File: src/sv/drc_pkg.sv
// Shared types, constants and codes for the grid ray caster.
`default_nettype none

package drc_pkg;

    // Default values of the top-level parameters.
    localparam int MAP_DIM_DEF   = 32;
    localparam int TEX_SIZE_DEF  = 32;
    localparam int MAX_STEPS_DEF = 64;

    // Field and datapath widths.
    localparam int POS_W      = 21;
    localparam int DIR_W      = 16;
    localparam int SIZE_W     = 11;
    localparam int CFG_IDX_W  = 4;
    localparam int CFG_DATA_W = 32;
    localparam int COL_W      = 10;
    localparam int CIDX_W     = 5;
    localparam int CVAL_W     = 8;
    localparam int CAM_W      = 27;
    localparam int RAY_W      = 28;
    localparam int DELTA_W    = 26;
    localparam int SIDE_W     = 34;
    localparam int MAPC_W     = 8;
    localparam int COLH_W     = 24;
    localparam int STEP_W     = 22;
    localparam int TP_W       = 32;
    localparam int ROW_W      = 10;
    localparam int TEXC_W     = 5;
    localparam int TEXI_W     = 9;
    localparam int FRAC_W     = 16;
    localparam int TSUM_W     = 25;
    localparam int MUL_W      = 29;
    localparam int PROD_W     = 2 * MUL_W;
    localparam int DIV_NUM_W  = 31;
    localparam int DIV_DEN_W  = 28;

    // Saturation limits.
    localparam logic [DELTA_W-1:0] DIST_MAX = '1;
    localparam logic [COLH_W-1:0]  COLH_MAX = '1;
    localparam logic [STEP_W-1:0]  STEP_MAX = '1;
    localparam logic [SIZE_W-1:0]  SIZE_MAX = SIZE_W'(1024);

    // Input item operation codes.
    localparam logic OPC_WRITE = 1'b0;
    localparam logic OPC_CAST  = 1'b1;

    // Configuration register indexes.
    localparam logic [CFG_IDX_W-1:0] CFG_POS_X   = CFG_IDX_W'(0);
    localparam logic [CFG_IDX_W-1:0] CFG_POS_Y   = CFG_IDX_W'(1);
    localparam logic [CFG_IDX_W-1:0] CFG_DIR_X   = CFG_IDX_W'(2);
    localparam logic [CFG_IDX_W-1:0] CFG_DIR_Y   = CFG_IDX_W'(3);
    localparam logic [CFG_IDX_W-1:0] CFG_PLANE_X = CFG_IDX_W'(4);
    localparam logic [CFG_IDX_W-1:0] CFG_PLANE_Y = CFG_IDX_W'(5);
    localparam logic [CFG_IDX_W-1:0] CFG_WIDTH   = CFG_IDX_W'(6);
    localparam logic [CFG_IDX_W-1:0] CFG_HEIGHT  = CFG_IDX_W'(7);

    // One input item.
    typedef struct packed {
        logic              opcode;
        logic [CIDX_W-1:0] cell_x;
        logic [CIDX_W-1:0] cell_y;
        logic [CVAL_W-1:0] cell_value;
        logic [COL_W-1:0]  column;
    } t_in_item;

    // One result item.
    typedef struct packed {
        logic [COL_W-1:0]   out_column;
        logic [CIDX_W-1:0]  hit_x;
        logic [CIDX_W-1:0]  hit_y;
        logic               hit_side;
        logic [CVAL_W-1:0]  tex_index;
        logic [TEXC_W-1:0]  tex_column;
        logic [ROW_W-1:0]   span_start;
        logic [ROW_W-1:0]   span_end;
        logic [DELTA_W-1:0] wall_distance;
        logic [STEP_W-1:0]  tex_step;
        logic [TP_W-1:0]    tex_start;
        logic               escaped;
    } t_out_item;

    // Datapath operations issued by the controller.
    typedef enum logic [4:0] {
        OP_NONE,
        OP_CLEAR,
        OP_WRITE,
        OP_TAKE,
        OP_DIV_START,
        OP_CAM,
        OP_RAYX,
        OP_RAYY,
        OP_DX,
        OP_DY,
        OP_INIT,
        OP_SIDEX,
        OP_SIDEY,
        OP_STEP,
        OP_DIST,
        OP_COLH,
        OP_WALL,
        OP_TSTEP,
        OP_TP,
        OP_LOAD_HIT,
        OP_LOAD_ESC
    } t_op;

    // Divider operand selection.
    typedef enum logic [2:0] {
        DIV_CAM,
        DIV_DX,
        DIV_DY,
        DIV_COLH,
        DIV_STEP
    } t_div_sel;

    // Multiplier operand selection.
    typedef enum logic [2:0] {
        MUL_NONE,
        MUL_RX,
        MUL_RY,
        MUL_SX,
        MUL_SY,
        MUL_WALL,
        MUL_TP
    } t_mul_sel;

    typedef struct packed {
        t_op      op;
        t_div_sel div_sel;
        t_mul_sel mul_sel;
    } t_cmd;

    typedef struct packed {
        logic clear_done;
        logic div_done;
        logic start_out;
        logic out_free;
        logic ray_x_zero;
        logic ray_y_zero;
        logic dist_zero;
        logic colh_zero;
        logic in_bounds;
        logic cell_hit;
        logic steps_done;
    } t_stat;

endpackage

`default_nettype wire

File: src/sv/drc_ctrl.sv
// Controller state machine sequencing the ray caster datapath.
`default_nettype none

module drc_ctrl
    import drc_pkg::*;
(
    input  wire logic  i_clk,
    input  wire logic  i_rst_n,
    input  wire logic  i_in_valid,
    input  wire logic  i_in_opcode,
    input  wire t_stat i_stat,
    output logic       o_in_ready,
    output t_cmd       o_cmd
);

    typedef enum logic [4:0] {
        S_CLEAR,
        S_IDLE,
        S_CAM_GO,
        S_CAM_WAIT,
        S_RX_MUL,
        S_RX,
        S_RY_MUL,
        S_RY,
        S_DX_GO,
        S_DX_WAIT,
        S_DY_GO,
        S_DY_WAIT,
        S_INIT,
        S_SX_MUL,
        S_SX,
        S_SY_MUL,
        S_SY,
        S_STEP,
        S_CHECK,
        S_TEST,
        S_DIST,
        S_COLH_GO,
        S_COLH_WAIT,
        S_WALL_MUL,
        S_WALL,
        S_TSTEP_GO,
        S_TSTEP_WAIT,
        S_TP_MUL,
        S_TP,
        S_OUT,
        S_ESC
    } t_state;

    t_state r_state, n_state;

    assign o_in_ready = (r_state == S_IDLE);

    // Next state and datapath command.
    always_comb begin
        n_state = r_state;
        o_cmd   = '{op: OP_NONE, div_sel: DIV_CAM, mul_sel: MUL_NONE};
        unique case (r_state)
            S_CLEAR: begin
                o_cmd.op = OP_CLEAR;
                if (i_stat.clear_done) n_state = S_IDLE;
            end
            S_IDLE: begin
                if (i_in_valid) begin
                    if (i_in_opcode == OPC_CAST) begin
                        o_cmd.op = OP_TAKE;
                        n_state  = S_CAM_GO;
                    end else begin
                        o_cmd.op = OP_WRITE;
                    end
                end
            end
            S_CAM_GO: begin
                o_cmd.op      = OP_DIV_START;
                o_cmd.div_sel = DIV_CAM;
                n_state       = S_CAM_WAIT;
            end
            S_CAM_WAIT: begin
                if (i_stat.div_done) begin
                    o_cmd.op = OP_CAM;
                    n_state  = S_RX_MUL;
                end
            end
            S_RX_MUL: begin
                o_cmd.mul_sel = MUL_RX;
                n_state       = S_RX;
            end
            S_RX: begin
                o_cmd.op = OP_RAYX;
                n_state  = S_RY_MUL;
            end
            S_RY_MUL: begin
                o_cmd.mul_sel = MUL_RY;
                n_state       = S_RY;
            end
            S_RY: begin
                o_cmd.op = OP_RAYY;
                n_state  = S_DX_GO;
            end
            S_DX_GO: begin
                if (i_stat.ray_x_zero) begin
                    o_cmd.op = OP_DX;
                    n_state  = S_DY_GO;
                end else begin
                    o_cmd.op      = OP_DIV_START;
                    o_cmd.div_sel = DIV_DX;
                    n_state       = S_DX_WAIT;
                end
            end
            S_DX_WAIT: begin
                if (i_stat.div_done) begin
                    o_cmd.op = OP_DX;
                    n_state  = S_DY_GO;
                end
            end
            S_DY_GO: begin
                if (i_stat.ray_y_zero) begin
                    o_cmd.op = OP_DY;
                    n_state  = S_INIT;
                end else begin
                    o_cmd.op      = OP_DIV_START;
                    o_cmd.div_sel = DIV_DY;
                    n_state       = S_DY_WAIT;
                end
            end
            S_DY_WAIT: begin
                if (i_stat.div_done) begin
                    o_cmd.op = OP_DY;
                    n_state  = S_INIT;
                end
            end
            S_INIT: begin
                if (i_stat.start_out) begin
                    n_state = S_ESC;
                end else begin
                    o_cmd.op = OP_INIT;
                    n_state  = S_SX_MUL;
                end
            end
            S_SX_MUL: begin
                o_cmd.mul_sel = MUL_SX;
                n_state       = S_SX;
            end
            S_SX: begin
                o_cmd.op = OP_SIDEX;
                n_state  = S_SY_MUL;
            end
            S_SY_MUL: begin
                o_cmd.mul_sel = MUL_SY;
                n_state       = S_SY;
            end
            S_SY: begin
                o_cmd.op = OP_SIDEY;
                n_state  = S_STEP;
            end
            S_STEP: begin
                o_cmd.op = OP_STEP;
                n_state  = S_CHECK;
            end
            S_CHECK: begin
                // The map read of the new cell is registered during this state.
                n_state = i_stat.in_bounds ? S_TEST : S_ESC;
            end
            S_TEST: begin
                if (i_stat.cell_hit) begin
                    n_state = S_DIST;
                end else if (i_stat.steps_done) begin
                    n_state = S_ESC;
                end else begin
                    n_state = S_STEP;
                end
            end
            S_DIST: begin
                o_cmd.op = OP_DIST;
                n_state  = S_COLH_GO;
            end
            S_COLH_GO: begin
                if (i_stat.dist_zero) begin
                    o_cmd.op = OP_COLH;
                    n_state  = S_WALL_MUL;
                end else begin
                    o_cmd.op      = OP_DIV_START;
                    o_cmd.div_sel = DIV_COLH;
                    n_state       = S_COLH_WAIT;
                end
            end
            S_COLH_WAIT: begin
                if (i_stat.div_done) begin
                    o_cmd.op = OP_COLH;
                    n_state  = S_WALL_MUL;
                end
            end
            S_WALL_MUL: begin
                o_cmd.mul_sel = MUL_WALL;
                n_state       = S_WALL;
            end
            S_WALL: begin
                o_cmd.op = OP_WALL;
                n_state  = S_TSTEP_GO;
            end
            S_TSTEP_GO: begin
                if (i_stat.colh_zero) begin
                    o_cmd.op = OP_TSTEP;
                    n_state  = S_TP_MUL;
                end else begin
                    o_cmd.op      = OP_DIV_START;
                    o_cmd.div_sel = DIV_STEP;
                    n_state       = S_TSTEP_WAIT;
                end
            end
            S_TSTEP_WAIT: begin
                if (i_stat.div_done) begin
                    o_cmd.op = OP_TSTEP;
                    n_state  = S_TP_MUL;
                end
            end
            S_TP_MUL: begin
                o_cmd.mul_sel = MUL_TP;
                n_state       = S_TP;
            end
            S_TP: begin
                o_cmd.op = OP_TP;
                n_state  = S_OUT;
            end
            S_OUT: begin
                if (i_stat.out_free) begin
                    o_cmd.op = OP_LOAD_HIT;
                    n_state  = S_IDLE;
                end
            end
            S_ESC: begin
                if (i_stat.out_free) begin
                    o_cmd.op = OP_LOAD_ESC;
                    n_state  = S_IDLE;
                end
            end
            default: n_state = S_IDLE;
        endcase
    end

    // State register; reset starts the map clearing sweep.
    always_ff @(posedge i_clk) begin
        if (!i_rst_n) begin
            r_state <= S_CLEAR;
        end else begin
            r_state <= n_state;
        end
    end

endmodule

`default_nettype wire

File: config.mk
export PLATFORM = sky130hd
export DESIGN_NAME = drc_ctrl
export DESIGN_NICKNAME = d
export VERILOG_FILES = /design/src/sv/drc_pkg.sv /design/src/sv/drc_ctrl.sv
export SDC_FILE = /design/constraint.sdc
export NUM_CORES = 1
export LEC_CHECK = 0
export BUFFER_PORTS_ARGS = -buffer_cell sky130_fd_sc_hd__buf_2
export CORE_ASPECT_RATIO = 1.25
export CORE_MARGIN = 10
export CORE_UTILIZATION = 50
export DETAILED_ROUTE_END_ITERATION = 16
export PLACE_DENSITY = 0.75
export SLEW_MARGIN = 25
export SYNTH_ARGS = -nofsm -noshare
export SYNTH_HDL_FRONTEND = slang
export SYNTH_SLANG_ARGS = --single-unit
File: constraint.sdc
create_clock -name i_clk -period 4.5 [get_ports i_clk]
set_input_delay 0.9 -clock i_clk [delete_from_list [all_inputs] [get_ports i_clk]]
set_output_delay 0.9 -clock i_clk [all_outputs]
set_load 0.005 [all_outputs]
==> flow_metrics.tcl <==
set metrics [dict create \
    finClkSkew_ns 0.00576 \
    synth_xor_xnor_area_share_pct 1.54 \
    cts_buffers 3 \
    multi_input_area_sq_um 907 \
    post-route-period-util_pct 75.6 \
    port_buffers 26 \
    root_buffer "clkbuf_4" \
    ys_warn_count 0 \
    largest_reg_flops 5 \
    vias 1368 \
    reg2regPathDepth 5 \
    syn2layout_area_growth_pct 8.36 \
    grt.overflow.total 0 \
    r2r_slack_ns 2.15 \
    cts_tree "built" \
    post-cts-setup-buffer-count 0 \
    largest_register "r_state" \
    p_per_area_nw_per_um2 553 \
    worstReg2RegEnd "r_state[2]$_SDFFE_PN0P_" \
    die-area_sq_um 4590 \
    cp_max_fo 29 \
    core_area_sq_um 2190 \
    end_kind "output pin" \
    die_h_microns 73.3 \
    synth_enable_flop_cells 0 \
    cts_sinks 5 \
    relSlewSlack_pct 32.9 \
    period_needed_ns 3.40 \
    cts.hold.buffers_added 0 \
    syn_nets 180 \
    die_w_microns 62.7 \
    synthesis.area_sq_um 1140 \
    start_util_pct 52.0 \
    setup_viol 0 \
    synth_cell_types 57 \
    ctsResizeCount 0 \
    fin_setup_tns_ns 0 \
    first_iter_violations 67 \
    drc 0 \
    total_leakage_power_nw 0.483 \
    cp.depth 6 \
    drive_gt1_share_pct 23.3 \
    synth_top_family_by_area "compound AO/OA/AOI/OAI gates" \
    rsz0062_at_grt "false" \
    ant_nets 0 \
    synth_fa_ha_area_share_pct 0 \
    crit_end "o_cmd[6]" \
    layout_common_cells "buf_2 (26), a21oi_1 (20), nand2_1 (18)" \
    worst_setup_path_start_kind "flip-flop" \
    dpl.hpwl_microns 2640 \
    max_freq_mhz 294 \
    place_congestion 0.894 \
    path_clk_slew_ns 0.05 \
    ff_latch_area_sq_um 100 \
    timing.rr.start "r_state[4]$_SDFFE_PN0P_" \
    grt_max_degree 30 \
    grtUsageTotal_pct 14.7 \
    via_per_inst 6.48 \
    dp_cells 207 \
    avgSynthCellArea_sq_um 6.89 \
    num_rows 19 \
    critPathMaxStageDelay_ns 0.98 \
    worstPathBufferInverterCount 1 \
    async_flop_share_pct 0 \
    synthMuxAreaShare_pct 2.64 \
    vdd_drop_max_uv 619 \
    critical_path.most_common_cell "a21oi_1" \
    num_antenna_cells 0 \
    top_regs "r_state x5" \
    fillers 225 \
    worstPathRequired_ns 3.60 \
    ys_seq_area_share_pct 8.80 \
    utilization_pct 56.4 \
    tightest_slew_ns 1.00 \
    status "finished, final reports clean" \
    final_cells 211 \
    whs_ns 0.915 \
    synth-compound-area-share_pct 44.2 \
    hold_class "in -> reg" \
    num_io_pins 27 \
    cts_htree_levels 1 \
    crit_family "flip-flops" \
    cp-startpoint "r_state[1]$_SDFFE_PN0P_" \
    cap_violations 0 \
    synth-main-ff-cell "dfxtp_1" \
    slew_viol_final 0 \
    final_common_cell "buf_2" \
    ys_ff_latch 5 \
    antenna_found_initial 0 \
    cts_buffer_depth 2 \
    hold_viol 0 \
    synth_cells 165 \
    grt_pass1_wl_microns 5860 \
    grt_pass1_vias 1288 \
    post_drt_wl_per_cell_microns 16.7 \
    cp.arrival_ns 2.50 \
    dr.pass1.iters 5 \
    clk_latency_ns 0.25 \
    wirelength_microns 3520 \
    critPathSlowestCell "dfxtp_1" \
    synthSimpleGateAreaFrac_pct 31.4 \
    nets 196 \
    path_class "reg -> out" \
    crit_path_cell_trace "nand2b_4, o32ai_1, a21oi_1, a21oi_1, or3_1, buf_2" \
]
-- synth_stat cells, drive strengths merged, types with 2 or more instances --
cell     number  share of area [%]
or3           4                2.2
buf          15                9.1
nand2        18                5.9
o21bai        2                1.3
dfxtp         5                8.8
a311oi        4                3.6
a32oi         2                1.5
o21ai         8                3.5
inv           6                2.0
mux2i         3                2.6
o31ai         2                1.3
nor2b         4                2.2
nor2         14                4.6
o211ai        2                1.3
nand2b        2                2.4
nor4          3                1.7
a2bb2oi       2                1.5
o32ai         2                1.5
nor3b         2                1.3
nand4         2                1.1
a21oi        20                8.8
nor3          6                2.6
a2111oi       3                4.1
a31oi         4                2.8
and2b         2                1.3
a211oi        5                3.7
a211o         2                1.5
-- metal layers --
layer	wire length (microns)	GRT usage [%]	share of wire, %	vias to the layer above
met5	0	0	0	-
met4	61	5.47	1.7	0
met3	250	2.74	7.1	8
met2	1820	28.2	52	63
met1	1390	15.7	39	633
li1	-	-	-	664
-- worst register-to-register path, delay by kind of cell, from the launching register on --
family	cells	cell delay, ns
flops	1	0.92
compound gates	3	0.80
simple gates	2	0.56
-- per-stage QoR --
step	worst slack (ns)	instance area [sq um]	power, mW
2_1_floorplan	1.85	1140	0.538
3_3_place_gp	1.47	1210	0.612
3_5_place_dp	1.39	1210	0.619
4_1_cts	1.12	1230	0.674
5_1_grt	0.917	1230	0.737
6_report	1.10	1230	0.681
-- worst min path at each step --
stage                                  startpoint                       to  slack, ns  cells after the start
final                                     i_rst_n  r_state[3]$_SDFFE_PN0P_       0.91                      2
after floorplan           r_state[3]$_SDFFE_PN0P_  r_state[3]$_SDFFE_PN0P_       0.85                      4
after global placement    r_state[4]$_SDFFE_PN0P_  r_state[4]$_SDFFE_PN0P_       0.93                      2
after global routing                      i_rst_n  r_state[3]$_SDFFE_PN0P_       0.91                      2
after detailed placement  r_state[4]$_SDFFE_PN0P_  r_state[4]$_SDFFE_PN0P_       0.97                      2
after CTS                                 i_rst_n  r_state[3]$_SDFFE_PN0P_       0.92                      2
-- cell type report --
cell class | count | share of cell area, %
multi-input combinational | 138 | 73.6
inverter | 6 | 1.83
tap | 31 | 3.15
sequential | 5 | 8.12
timing repair buffer | 27 | 11.2
clock buffer | 4 | 2.13
-- cells by family after synthesis --
family                 Yosys count
buffers and inverters           22
XOR/XNOR                         2
AND/OR/NAND/NOR                 65
multiplexers                     3
flip-flops                       5
AO/OA/AOI/OAI                   68
-- where the power goes --
group          switching, mW  total [mW]  internal [mW]
registers             0.0992       0.158         0.0588
logic                  0.258       0.470          0.212
clock network         0.0192      0.0528         0.0336
total                  0.377       0.681          0.304
Power figures use the tool's default switching activity.
